--- src/hdl/bdq_pkg.sv ---
// Shared types and constants of the bounded deque with search.
package bdq_pkg;

  localparam int unsigned OpcodeW = 3;
  localparam int unsigned ValueW  = 32;
  localparam int unsigned StatusW = 2;
  localparam int unsigned CountW  = 5;

  typedef enum logic [OpcodeW-1:0] {
    OP_INS_FRONT  = 3'd0,
    OP_INS_BACK   = 3'd1,
    OP_DEL_FRONT  = 3'd2,
    OP_DEL_BACK   = 3'd3,
    OP_SEARCH     = 3'd4,
    OP_INS_UNIQUE = 3'd5,
    OP_READ_FRONT = 3'd6,
    OP_CLEAR      = 3'd7
  } opcode_e;

  typedef enum logic [StatusW-1:0] {
    ST_OK    = 2'd0,
    ST_FULL  = 2'd1,
    ST_EMPTY = 2'd2
  } status_e;

  // Commands from the controller to the datapath
  typedef struct packed {
    logic load;      // latch the input beat and restart the scan
    logic scan_step; // issue one scan read and compare the previous one
    logic apply;     // carry out the operation
    logic front_rd;  // read the front slot
    logic out_load;  // load the result register
  } ctl_t;

  // Status from the datapath to the controller
  typedef struct packed {
    logic scan_op;   // incoming opcode needs a membership scan
    logic scan_done; // scan found the value or ran past the last entry
    logic out_free;  // result register can take a new beat
  } sts_t;

endpackage

--- src/hdl/bdq_in_if.sv ---
// Input channel: opcode and value with a valid/ready handshake.
interface bdq_in_if import bdq_pkg::*; ();
  logic                     valid;
  logic                     ready;
  logic [OpcodeW-1:0]       opcode;
  logic signed [ValueW-1:0] value;

  modport source (output valid, opcode, value, input ready);
  modport sink (input valid, opcode, value, output ready);
endinterface

--- src/hdl/bdq_out_if.sv ---
// Result channel: status, found flag, front value and entry count.
interface bdq_out_if import bdq_pkg::*; ();
  logic                     valid;
  logic                     ready;
  logic [StatusW-1:0]       status;
  logic                     found;
  logic signed [ValueW-1:0] front_value;
  logic [CountW-1:0]        entry_count;

  modport source (output valid, status, found, front_value, entry_count, input ready);
  modport sink (input valid, status, found, front_value, entry_count, output ready);
endinterface

--- src/hdl/bdq_ram.sv ---
// Generic single-write, single-read RAM with registered read data.
module bdq_ram #(
  parameter int unsigned WIDTH = 32,
  parameter int unsigned DEPTH = 16
) (
  input  logic                     clk_i,
  input  logic                     we_i,
  input  logic [$clog2(DEPTH)-1:0] waddr_i,
  input  logic [WIDTH-1:0]         wdata_i,
  input  logic                     re_i,
  input  logic [$clog2(DEPTH)-1:0] raddr_i,
  output logic [WIDTH-1:0]         rdata_o
);

  logic [WIDTH-1:0] mem_q [DEPTH];
  logic [WIDTH-1:0] rdata_q;

  // Write port
  always_ff @(posedge clk_i) begin
    if (we_i) begin
      mem_q[waddr_i] <= wdata_i;
    end
  end

  // Registered read port, holds its data between reads
  always_ff @(posedge clk_i) begin
    if (re_i) begin
      rdata_q <= mem_q[raddr_i];
    end
  end

  assign rdata_o = rdata_q;

endmodule

--- src/hdl/bdq_ctrl.sv ---
// Controller state machine: sequences load, scan, update, front read and result.
module bdq_ctrl import bdq_pkg::*; (
  input  logic clk_i,
  input  logic rst_ni,
  input  logic in_valid_i,
  output logic in_ready_o,
  input  sts_t sts_i,
  output ctl_t ctl_o
);

  typedef enum logic [2:0] {
    S_IDLE,
    S_SCAN,
    S_APPLY,
    S_FRONT,
    S_RESP
  } state_e;

  state_e state_q, state_d;
  logic   accept;

  assign in_ready_o = (state_q == S_IDLE);
  assign accept     = in_valid_i && in_ready_o;

  // Next state
  always_comb begin
    state_d = state_q;
    unique case (state_q)
      S_IDLE: begin
        if (accept) begin
          state_d = sts_i.scan_op ? S_SCAN : S_APPLY;
        end
      end
      S_SCAN: begin
        if (sts_i.scan_done) begin
          state_d = S_APPLY;
        end
      end
      S_APPLY: state_d = S_FRONT;
      S_FRONT: state_d = S_RESP;
      S_RESP: begin
        if (sts_i.out_free) begin
          state_d = S_IDLE;
        end
      end
      default: state_d = S_IDLE;
    endcase
  end

  // Commands
  always_comb begin
    ctl_o           = '0;
    ctl_o.load      = accept;
    ctl_o.scan_step = (state_q == S_SCAN) && !sts_i.scan_done;
    ctl_o.apply     = (state_q == S_APPLY);
    ctl_o.front_rd  = (state_q == S_FRONT);
    ctl_o.out_load  = (state_q == S_RESP) && sts_i.out_free;
  end

  // Hold state
  always_ff @(posedge clk_i or negedge rst_ni) begin
    if (!rst_ni) begin
      state_q <= S_IDLE;
    end else begin
      state_q <= state_d;
    end
  end

endmodule

--- src/hdl/bdq_dpath.sv ---
// Datapath: ring pointers, entry store, scan compare and result register.
module bdq_dpath import bdq_pkg::*; #(
  parameter int unsigned DEPTH = 16
) (
  input  logic                     clk_i,
  input  logic                     rst_ni,
  input  ctl_t                     ctl_i,
  output sts_t                     sts_o,
  input  logic [OpcodeW-1:0]       in_opcode_i,
  input  logic signed [ValueW-1:0] in_value_i,
  output logic                     out_valid_o,
  input  logic                     out_ready_i,
  output logic [StatusW-1:0]       out_status_o,
  output logic                     out_found_o,
  output logic signed [ValueW-1:0] out_front_value_o,
  output logic [CountW-1:0]        out_entry_count_o
);

  localparam int unsigned AW = $clog2(DEPTH);
  localparam int unsigned CW = $clog2(DEPTH + 1);

  // Wrap a sum below twice DEPTH back into the ring
  function automatic logic [AW-1:0] wrap(input logic [AW:0] sum);
    logic [AW:0] adj;
    adj = sum;
    if (sum >= (AW+1)'(DEPTH)) begin
      adj = sum - (AW+1)'(DEPTH);
    end
    return adj[AW-1:0];
  endfunction

  logic [OpcodeW-1:0] op_q;
  logic [ValueW-1:0]  val_q;
  logic [AW-1:0]      head_q, head_d;
  logic [CW-1:0]      occ_q, occ_d;
  logic [CW-1:0]      idx_q;
  logic               pend_q, hit_q;
  logic [StatusW-1:0] status_q, status_d;
  logic               found_q, found_d;
  logic               out_valid_q;
  logic [StatusW-1:0] res_status_q;
  logic               res_found_q;
  logic [ValueW-1:0]  res_front_q;
  logic [CountW-1:0]  res_count_q;

  logic              full, empty;
  logic              scan_issue, match;
  logic [AW-1:0]     scan_slot, back_slot, head_dec, head_inc;
  logic              we;
  logic [AW-1:0]     waddr;
  logic              re;
  logic [AW-1:0]     raddr;
  logic [ValueW-1:0] rdata;

  assign full  = (occ_q == CW'(DEPTH));
  assign empty = (occ_q == '0);

  assign scan_slot = wrap({1'b0, head_q} + (AW+1)'(idx_q));
  assign back_slot = wrap({1'b0, head_q} + (AW+1)'(occ_q));
  assign head_inc  = wrap({1'b0, head_q} + (AW+1)'(1));
  assign head_dec  = (head_q == '0) ? AW'(DEPTH - 1) : head_q - AW'(1);

  assign scan_issue = ctl_i.scan_step && (idx_q < occ_q) && !hit_q;
  assign match      = pend_q && (rdata == val_q);

  // Carry out the operation on the pointers and the store
  always_comb begin
    head_d   = head_q;
    occ_d    = occ_q;
    status_d = ST_OK;
    found_d  = 1'b0;
    we       = 1'b0;
    waddr    = back_slot;
    unique case (opcode_e'(op_q))
      OP_INS_FRONT: begin
        if (full) begin
          status_d = ST_FULL;
        end else begin
          head_d = head_dec;
          waddr  = head_dec;
          we     = 1'b1;
          occ_d  = occ_q + CW'(1);
        end
      end
      OP_INS_BACK: begin
        if (full) begin
          status_d = ST_FULL;
        end else begin
          we    = 1'b1;
          occ_d = occ_q + CW'(1);
        end
      end
      OP_DEL_FRONT: begin
        if (empty) begin
          status_d = ST_EMPTY;
        end else begin
          head_d = head_inc;
          occ_d  = occ_q - CW'(1);
        end
      end
      OP_DEL_BACK: begin
        if (empty) begin
          status_d = ST_EMPTY;
        end else begin
          occ_d = occ_q - CW'(1);
        end
      end
      OP_SEARCH: begin
        found_d = hit_q;
      end
      OP_INS_UNIQUE: begin
        if (hit_q) begin
          found_d = 1'b1;
        end else if (full) begin
          status_d = ST_FULL;
        end else begin
          we    = 1'b1;
          occ_d = occ_q + CW'(1);
        end
      end
      OP_READ_FRONT: begin
        if (empty) begin
          status_d = ST_EMPTY;
        end
      end
      OP_CLEAR: begin
        head_d = '0;
        occ_d  = '0;
      end
      default: ;
    endcase
  end

  // Read port serves the scan and the front read
  assign re    = scan_issue || ctl_i.front_rd;
  assign raddr = ctl_i.front_rd ? head_q : scan_slot;

  bdq_ram #(
    .WIDTH (ValueW),
    .DEPTH (DEPTH)
  ) u_ram (
    .clk_i   (clk_i),
    .we_i    (ctl_i.apply && we),
    .waddr_i (waddr),
    .wdata_i (val_q),
    .re_i    (re),
    .raddr_i (raddr),
    .rdata_o (rdata)
  );

  // Control registers
  always_ff @(posedge clk_i or negedge rst_ni) begin
    if (!rst_ni) begin
      head_q      <= '0;
      occ_q       <= '0;
      idx_q       <= '0;
      pend_q      <= 1'b0;
      hit_q       <= 1'b0;
      out_valid_q <= 1'b0;
    end else begin
      if (ctl_i.load) begin
        idx_q  <= '0;
        pend_q <= 1'b0;
        hit_q  <= 1'b0;
      end else if (ctl_i.scan_step) begin
        pend_q <= scan_issue;
        hit_q  <= hit_q || match;
        if (scan_issue) begin
          idx_q <= idx_q + CW'(1);
        end
      end
      if (ctl_i.apply) begin
        head_q <= head_d;
        occ_q  <= occ_d;
      end
      if (ctl_i.out_load) begin
        out_valid_q <= 1'b1;
      end else if (out_ready_i) begin
        out_valid_q <= 1'b0;
      end
    end
  end

  // Payload registers
  always_ff @(posedge clk_i) begin
    if (ctl_i.load) begin
      op_q  <= in_opcode_i;
      val_q <= in_value_i;
    end
    if (ctl_i.apply) begin
      status_q <= status_d;
      found_q  <= found_d;
    end
    if (ctl_i.out_load) begin
      res_status_q <= status_q;
      res_found_q  <= found_q;
      res_front_q  <= empty ? '0 : rdata;
      res_count_q  <= CountW'(occ_q);
    end
  end

  assign sts_o.scan_op   = (opcode_e'(in_opcode_i) == OP_SEARCH) ||
                           (opcode_e'(in_opcode_i) == OP_INS_UNIQUE);
  assign sts_o.scan_done = hit_q || ((idx_q >= occ_q) && !pend_q);
  assign sts_o.out_free  = !out_valid_q || out_ready_i;

  assign out_valid_o       = out_valid_q;
  assign out_status_o      = res_status_q;
  assign out_found_o       = res_found_q;
  assign out_front_value_o = res_front_q;
  assign out_entry_count_o = res_count_q;

endmodule

--- src/hdl/bounded_deque_with_search.sv ---
// Top level of the bounded deque with search: controller, datapath and channels.
//
// Usage: items arrive on in_i (opcode, value) and each gives exactly one
// result beat on out_o (status, found, front_value, entry_count), in order.
// The deque holds up to DEPTH signed 32-bit entries in a ring RAM addressed
// by a head pointer and an occupancy count.
// Flow: one item at a time. A non-search item passes the apply, front-read
// and result states before its result is loaded into the output register,
// and the next item is accepted once the controller is back in idle. A
// search or insert-if-absent first scans the held entries through the
// single RAM read port, one entry per cycle; a hit ends the scan early.
// in_i.ready is high while the controller is idle.
// The result sits in an output register: the next item is accepted while the
// previous result still waits, so a stalled receiver costs nothing until the
// following result is ready; that one then waits until out_o.ready frees the
// register.
// Reset: the deque is empty, head at slot 0, no result pending. Entry data is
// not cleared; an empty deque reports a zero front value in place of the slot read.
module bounded_deque_with_search import bdq_pkg::*; #(
  parameter int unsigned DEPTH = 16
) (
  input  logic      clk_i,
  input  logic      rst_ni,
  bdq_in_if.sink    in_i,
  bdq_out_if.source out_o
);

  ctl_t ctl;
  sts_t sts;

  bdq_ctrl u_ctrl (
    .clk_i      (clk_i),
    .rst_ni     (rst_ni),
    .in_valid_i (in_i.valid),
    .in_ready_o (in_i.ready),
    .sts_i      (sts),
    .ctl_o      (ctl)
  );

  bdq_dpath #(
    .DEPTH (DEPTH)
  ) u_dpath (
    .clk_i             (clk_i),
    .rst_ni            (rst_ni),
    .ctl_i             (ctl),
    .sts_o             (sts),
    .in_opcode_i       (in_i.opcode),
    .in_value_i        (in_i.value),
    .out_valid_o       (out_o.valid),
    .out_ready_i       (out_o.ready),
    .out_status_o      (out_o.status),
    .out_found_o       (out_o.found),
    .out_front_value_o (out_o.front_value),
    .out_entry_count_o (out_o.entry_count)
  );

endmodule

--- src/flat_wrapper.sv ---
// flat-port wrapper written by rule: the top's interface ports become plain ports
module bounded_deque_with_search_flat import bdq_pkg::*;
#(
  parameter int unsigned DEPTH = 16
)
  (clk_i, rst_ni, in_i_valid, in_i_opcode, in_i_value, in_i_ready, out_o_valid, out_o_status, out_o_found, out_o_front_value, out_o_entry_count, out_o_ready);
  bdq_in_if in_i_i ();
  bdq_out_if out_o_i ();
  input  logic clk_i;
  input  logic rst_ni;
  input wire logic [$bits(in_i_i.valid)-1:0] in_i_valid;
  input wire logic [$bits(in_i_i.opcode)-1:0] in_i_opcode;
  input wire logic [$bits(in_i_i.value)-1:0] in_i_value;
  output wire logic [$bits(in_i_i.ready)-1:0] in_i_ready;
  output wire logic [$bits(out_o_i.valid)-1:0] out_o_valid;
  output wire logic [$bits(out_o_i.status)-1:0] out_o_status;
  output wire logic [$bits(out_o_i.found)-1:0] out_o_found;
  output wire logic [$bits(out_o_i.front_value)-1:0] out_o_front_value;
  output wire logic [$bits(out_o_i.entry_count)-1:0] out_o_entry_count;
  input wire logic [$bits(out_o_i.ready)-1:0] out_o_ready;
  assign in_i_i.valid = in_i_valid;
  assign in_i_i.opcode = in_i_opcode;
  assign in_i_i.value = in_i_value;
  assign in_i_ready = in_i_i.ready;
  assign out_o_valid = out_o_i.valid;
  assign out_o_status = out_o_i.status;
  assign out_o_found = out_o_i.found;
  assign out_o_front_value = out_o_i.front_value;
  assign out_o_entry_count = out_o_i.entry_count;
  assign out_o_i.ready = out_o_ready;
  bounded_deque_with_search #(.DEPTH(DEPTH)) u_core (.clk_i(clk_i), .rst_ni(rst_ni), .in_i(in_i_i), .out_o(out_o_i));
endmodule
--- config.mk ---
export PLATFORM = sky130hd
export DESIGN_NAME = bounded_deque_with_search_flat
export DESIGN_NICKNAME = d
export VERILOG_FILES = /design/src/hdl/bdq_pkg.sv /design/src/hdl/bdq_in_if.sv /design/src/hdl/bdq_out_if.sv /design/src/hdl/bdq_ram.sv /design/src/hdl/bdq_ctrl.sv /design/src/hdl/bdq_dpath.sv /design/src/hdl/bounded_deque_with_search.sv /design/src/flat_wrapper.sv
export SDC_FILE = /design/constraint.sdc
export NUM_CORES = 1
export LEC_CHECK = 0
export ABC_AREA = 1
export BUFFER_PORTS_ARGS = -buffer_cell sky130_fd_sc_hd__buf_2
export CAP_MARGIN = 20
export CORE_MARGIN = 2
export CORE_UTILIZATION = 47
export DETAILED_ROUTE_END_ITERATION = 16
export PLACE_DENSITY = 0.65
export SLEW_MARGIN = 0
export SYNTH_ARGS = -nofsm -noshare
export SYNTH_HDL_FRONTEND = slang
export SYNTH_SLANG_ARGS = --single-unit
--- constraint.sdc ---
create_clock -name clk_i -period 3.7 [get_ports clk_i]
set_input_delay 0.37 -clock clk_i [delete_from_list [all_inputs] [get_ports clk_i]]
set_output_delay 0.37 -clock clk_i [all_outputs]
set_load 0.02 [all_outputs]
---- After elaboration in Yosys (flattened, before gate mapping) ----
Memory sizes are Yosys's and may differ from the RTL's. A register that Yosys moved wholly into a read port is not among the register bits.
Index checks and enable logic that the tools add are counted.
word-level totals
  register bits ........................... 98
  memory bits (writable) .................. 512
  logic and storage cells ................. 125
  memories kept ........................... 1
operators by class
  add/sub/neg operators ................... 10
  order comparisons ....................... 5
  equal/unequal tests ..................... 22
  mux-type cells .......................... 39
  reductions and logical operators ........ 33
memories
  memory                      words  bits a word  rd ports  clocked after memory_dff  write ports  line           source
  u_core.u_dpath.u_ram.mem_q  16     32           1         1                         1            bdq_ram.sv:15  logic [WIDTH-1:0] mem_q [DEPTH];
operator list
  operator             number
  $mux 4               9
  $eq 32x32->1         1
  $mux 5               6
  $eq 3x3->1 const B   7
  $pmux 5 s4           1
  $sub 4x1->4 const B  4
  $ge 5x5->1 const B   3
  $pmux 3 s5           1
  $eq 3x2->1 const B   4
  $mux 1               12
  $ne 2x2->1 const B   6
  $pmux 4 s3           1
  $add 4x5->5          2
  $add 5x1->5 const B  2
  $mux 3               3
  $logic_and 1x1->1    8
  $reduce_and 4->1     2
  $eq 3x1->1 const B   2
  $logic_not 3->1      2
  $mux 2               3
  $pmux 2 s3           1
  $reduce_bool 2->1    3
  $add 4x1->5 const B  1
  $eq 5x5->1 const B   1
  other kinds (15)     24

---- Logic depth before layout (Yosys ltp) ----
  depth after elaboration ................. 10
  mapped depth ............................ 12

---- Hierarchy ----
From an unflattened synthesis, not the netlist that was laid out.
unflattened totals
  cell total of the unflattened synthesis .. 2665
  area, all modules ....................... 28098.2 um^2
modules (own cells, without submodules)
  module     times used  cells each  area an instance (um^2)  seq. area each (um^2)
  bdq_ram    1           2120        23050.9                  16335.7
  bdq_dpath  1           511         4834.6                   2767.7
  bdq_ctrl   1           34          212.7                    75.1

---- Least setup slack after synthesis ----
Ideal clock, no wire load.
  path kind ............................... register -> register
  start ................................... reg u_core.u_dpath.head_q[0]
  end ..................................... mem u_core.u_dpath.u_ram.mem_q[3][0], enable pin
  setup time .............................. 421 ps
  data arrival time ....................... 3005 ps
  required time ........................... 3279 ps
  path slack .............................. 274 ps
  stages on the path, launching flop included .. 7
  path buffers ............................ 0
  clock period less this slack ............ 3426 ps
  cells stage by stage .................... dfrtp_1 > ha_1 > fa_1 > xor2_1 > o21ai_0 > nand2_1 > nor2_1
between the ends
  word-level cells in the longest chain between the ends .. 5
ends and longest elaborated chain
  what                                       line                              source
  start, declared                            bdq_dpath.sv:34                   logic [AW-1:0] head_q, head_d;
  start signal, assigned                     bdq_dpath.sv:154                  head_q <= '0;
  start signal, assigned                     bdq_dpath.sv:173                  head_q <= head_d;
  $add 4x5->5                                bdq_dpath.sv:59                   assign back_slot = wrap({1'b0, head_q} + (AW+1)'(occ_q));
  $sub 4x1->4 or $ge 5x5->1 (tied branches)  bdq_dpath.sv:27, bdq_dpath.sv:26
  $mux 4                                     bdq_dpath.sv:26                   if (sum >= (AW+1)'(DEPTH)) begin
  $mux 4                                     bdq_dpath.sv:76                   if (full) begin
  $mux 4 (*)                                 bdq_dpath.sv:74                   unique case (opcode_e'(op_q))
  end, declared                              bdq_ram.sv:15
Every way passes the cells marked *; elsewhere a longest branch is shown, timed or not.

---- Worst setup path in the final report ----
  start ................................... reg u_core.u_dpath.head_q[0]
  end ..................................... mem u_core.u_dpath.u_ram.mem_q[11][12], enable pin
Same word-level chain as after synthesis.

==> flow_results.xml <==
<?xml version="1.0" encoding="UTF-8"?>
<metrics>
  <group name="power_and_ir_drop">
    <metric name="portion_of_total_power_attributed_to_the_clock_network" unit="">0.215</metric>
    <metric name="seq_power_share" unit="">0.333</metric>
    <metric name="switching_power" unit="uW">13100</metric>
    <metric name="p_int" unit="uW">17300</metric>
    <metric name="leakage" unit="uW">0.0124</metric>
    <metric name="vdd_drop_max" unit="mV">1.00</metric>
    <metric name="p_per_area" unit="nW/um^2">976</metric>
    <metric name="pwr-share-comb" unit="">0.452</metric>
    <metric name="power.switching_fraction" unit="">0.431</metric>
  </group>
  <group name="setup_path">
    <metric name="timing.critical_path.arrival" unit="ns">3.55</metric>
    <metric name="reg2reg_slack" unit="ns">0.41</metric>
    <metric name="cp-start-kind" unit="">flop</metric>
    <metric name="critical_path.n_buffers_inverters" unit="">1</metric>
    <metric name="cells_traversed_along_the_worst_timing_path" unit="">ha_1 &gt; fa_1 &gt; xor2_1 &gt; o21ai_0 &gt; nand2_1 &gt; nor2_4 &gt; buf_4</metric>
    <metric name="cpLargestDelayFamily" unit="">adder cells</metric>
    <metric name="critical-path-max-stage-delay" unit="ns">0.65</metric>
    <metric name="worst_ep_required_time" unit="ns">3.96</metric>
    <metric name="path_max_fanout" unit="">20</metric>
    <metric name="cp-end-kind" unit="">flop</metric>
    <metric name="slowest_stage" unit="">o21ai_0</metric>
    <metric name="criticalPathCategory" unit="">flop to flop</metric>
  </group>
  <group name="clocking">
    <metric name="hold_buffers" unit="">37</metric>
    <metric name="cts_setup_buffers" unit="">0</metric>
    <metric name="post_cts_resize_count" unit="">0</metric>
    <metric name="worst_setup_hold_path_clk_slew" unit="ns">0.06</metric>
    <metric name="clock_sink_count" unit="">642</metric>
    <metric name="clk_latency" unit="ns">0.60</metric>
    <metric name="cts.path.max_buffers" unit="">3</metric>
    <metric name="tritoncts" unit="">done</metric>
    <metric name="cts.htree.levels" unit="">3</metric>
    <metric name="tritoncts.num_buffers" unit="">69</metric>
    <metric name="clk_root_buffer_cell" unit="">clkbuf_16</metric>
  </group>
  <group name="global_route">
    <metric name="grt.total_usage" unit="">0.226</metric>
    <metric name="number_of_global_route_vias_before_repair" unit="">16900</metric>
    <metric name="grt_first_pass_wirelength" unit="mm">101</metric>
    <metric name="grt_max_degree" unit="">118</metric>
    <metric name="globalRouteOverflowTotal" unit="">0</metric>
    <metric name="antenna_found_initial" unit="">2</metric>
  </group>
  <group name="logic_synthesis">
    <metric name="synth_cells" unit="">2343</metric>
    <metric name="yosysMostFrequentCell" unit="">nand2_1</metric>
    <metric name="synthArstFlopShare" unit="">0.0312</metric>
    <metric name="synth_ff_type" unit="">edfxtp_1</metric>
    <metric name="avgSynthCellArea" unit="um^2">11.5</metric>
    <metric name="synth.top_cells.by_area" unit="">edfxtp_1, nand2_1, nand3_1, inv_1, o211ai_1</metric>
    <metric name="synth.top_cells.by_count" unit="">nand2_1, edfxtp_1, inv_1</metric>
    <metric name="synth-seq-cells" unit="">642</metric>
    <metric name="synth.yosys.seq_area_share" unit="">0.714</metric>
    <metric name="synth-warning-count" unit="">0</metric>
    <metric name="post-synth-top-area-cell" unit="">edfxtp_1</metric>
    <metric name="synth_top_cell_area_share" unit="">0.695</metric>
    <metric name="synth.net_count" unit="">2403</metric>
    <metric name="synth_edf_count" unit="">622</metric>
    <metric name="ys_types" unit="">30</metric>
    <metric name="synth.cell_area" unit="um^2">26900</metric>
  </group>
  <group name="run">
    <metric name="max_cap_viol_count" unit="">0</metric>
  </group>
  <group name="timing">
    <metric name="maxSlewHeadroom" unit="">0.342</metric>
    <metric name="report.final.setup_viol" unit="">0</metric>
    <metric name="setup_slack" unit="ns">0.407</metric>
    <metric name="max_freq" unit="GHz">0.304</metric>
    <metric name="fin_crit" unit="ns">3.29</metric>
    <metric name="worst-slew-pin-transition" unit="ns">0.985</metric>
    <metric name="worst_clock_skew" unit="ns">0.0193</metric>
    <metric name="grt_setup_unrepaired" unit="">no</metric>
    <metric name="hold_ws" unit="ns">0.144</metric>
    <metric name="fin_setup_tns" unit="ns">0</metric>
    <metric name="report.final.hold_viol_count" unit="">0</metric>
    <metric name="drv_slew" unit="">0</metric>
    <metric name="timing.final.crit_share" unit="">0.890</metric>
  </group>
  <group name="drt">
    <metric name="route.antenna.remaining_nets" unit="">0</metric>
    <metric name="postRouteWirelength" unit="mm">65.8</metric>
    <metric name="detailedRoute.firstIterationViolations" unit="">1816</metric>
    <metric name="drc_markers" unit="">0</metric>
    <metric name="total_number_of_vias" unit="">17500</metric>
    <metric name="drt_first_pass_iters" unit="">6</metric>
    <metric name="routedWlPerCell" unit="um">19.9</metric>
    <metric name="average_vias_per_placed_instance" unit="">5.28</metric>
  </group>
  <group name="floorplan">
    <metric name="starting_density" unit="">0.476</metric>
    <metric name="pin_count" unit="">81</metric>
    <metric name="die_area" unit="um^2">59100</metric>
    <metric name="rows" unit="">87</metric>
    <metric name="chipHeight" unit="um">243</metric>
    <metric name="design.core.area" unit="um^2">56500</metric>
    <metric name="die_w" unit="um">243</metric>
  </group>
  <group name="placed_design">
    <metric name="placer_congestion_estimate" unit="">0.850</metric>
    <metric name="dpl.hpwl" unit="mm">41.3</metric>
    <metric name="io_buffers" unit="">80</metric>
    <metric name="pre_cts_slack" unit="ns">0.493</metric>
  </group>
  <group name="layout">
    <metric name="fillCellCount" unit="">4646</metric>
    <metric name="relative_area_change_from_synthesis_to_final_layout" unit="%">15.9</metric>
    <metric name="finish.net_count" unit="">2560</metric>
    <metric name="fraction_of_layout_cells_with_a_size_suffix_above_1" unit="">0.105</metric>
  </group>
  <group name="worst_hold_path">
    <metric name="hp-class" unit="">input pin to flop</metric>
  </group>
  <group name="status">
    <metric name="run_status" unit="">finished clean</metric>
  </group>
</metrics>
metal layers:
layer,track usage,wire [um],up-vias
met5,0,22,-
met4,0.0729,1510,4
met3,0.0466,5600,105
met2,0.344,29600,676
met1,0.325,29000,8403
li1,-,-,8264
per-stage QoR:
| stage | power, uW | utilization | area [um^2] | cells |
|---|---|---|---|---|
| 2_1_floorplan | 18900 | - | 26900 | 2343 |
| 3_3_place_gp | 23700 | 0.507 | 28700 | 3148 |
| 3_5_place_dp | 23800 | 0.507 | 28700 | 3148 |
| 4_1_cts | 30500 | 0.551 | 31100 | 3307 |
| 5_1_grt | 32300 | 0.551 | 31100 | 3307 |
| 6_report | 30400 | 0.551 | 31100 | 3308 |
sequential cells by signal (all words and copies together) (netlist names), 2 cells and up:
name	cells
u_core.u_dpath.u_ram.mem_q	512
u_core.u_dpath.status_q	2
u_core.u_ctrl.state_q	3
u_core.u_dpath.out_front_value_o	32
u_core.u_dpath.u_ram.rdata_o	32
u_core.u_dpath.out_status_o	2
u_core.u_dpath.occ_q	5
u_core.u_dpath.idx_q	5
u_core.u_dpath.op_q	3
u_core.u_dpath.head_q	4
u_core.u_dpath.out_entry_count_o	5
u_core.u_dpath.val_q	32
final timing paths:
kind	depth (start not counted)	start	endpoint
max	7	u_core.u_dpath.head_q[0]	u_core.u_dpath.u_ram.mem_q[11][12]
min reg2reg	0	u_core.u_dpath.status_q[1]	u_core.u_dpath.out_status_o[1]
max in group asynchronous	2	rst_ni	u_core.u_dpath.out_valid_o
max reg2reg	7	u_core.u_dpath.head_q[0]	u_core.u_dpath.u_ram.mem_q[11][12]
min in group asynchronous	2	rst_ni	u_core.u_dpath.occ_q[1]
min	5	in_i_valid	u_core.u_ctrl.state_q[1]
cell families (layout without fill, tap and decap cells):
kind of cell | after synthesis | after routing | share of synthesized area
compound gates | 170 | 170 | 0.0436
fa+ha+maj | 21 | 21 | 0.0106
other cells | 0 | 1 | 0
flops | 642 | 642 | 0.714
xor+xnor | 24 | 24 | 0.00782
simple gates | 1090 | 1090 | 0.166
buf+inv | 396 | 604 | 0.0586
worst reg2reg max path, stage by stage, from the launching register on:
cell	delay (ns)
dfrtp_1	0.49
ha_1	0.28
fa_1	0.38
xor2_1	0.18
o21ai_0	0.65
nand2_1	0.44
nor2_4	0.19
buf_4	0.33
layout make-up:
cell class,count,area [um^2],area share
clock buffers,93,1910,0.0614
multi-input cells,1305,6280,0.202
clock inverters,29,200,0.00643
well taps,756,946,0.0304
flip-flops and latches,642,19200,0.616
repair buffers,192,1520,0.0489
inverters,290,1090,0.0350
diodes,1,2.50,0.0000804
power by group through the flow:
| stage | clock network [uW] | logic (uW) | registers (uW) |
|---|---|---|---|
| final | 6530 | 13700 | 10100 |
| after global routing | 6950 | 15200 | 10200 |
| after CTS | 6660 | 13700 | 10100 |
| after detailed placement | 0 | 13600 | 10300 |
| after global placement | 0 | 13500 | 10200 |
| after floorplan | 0 | 8780 | 10100 |
placed cells by master, fill, tap and decap left out, drive strengths merged, types with 13 or more instances in the layout:
cell	Yosys	layout
nor2	90	90
o211ai	118	118
clkbuf	30	93
nand2	730	730
inv	290	291
o21ai	39	39
dfrtp	20	20
dlygate4sd3	0	37
buf	76	155
ha	18	18
nand3	254	254
xnor2	13	13
clkinv	0	25
edfxtp	622	622
Note: power is estimated with default switching activity, not from simulation.
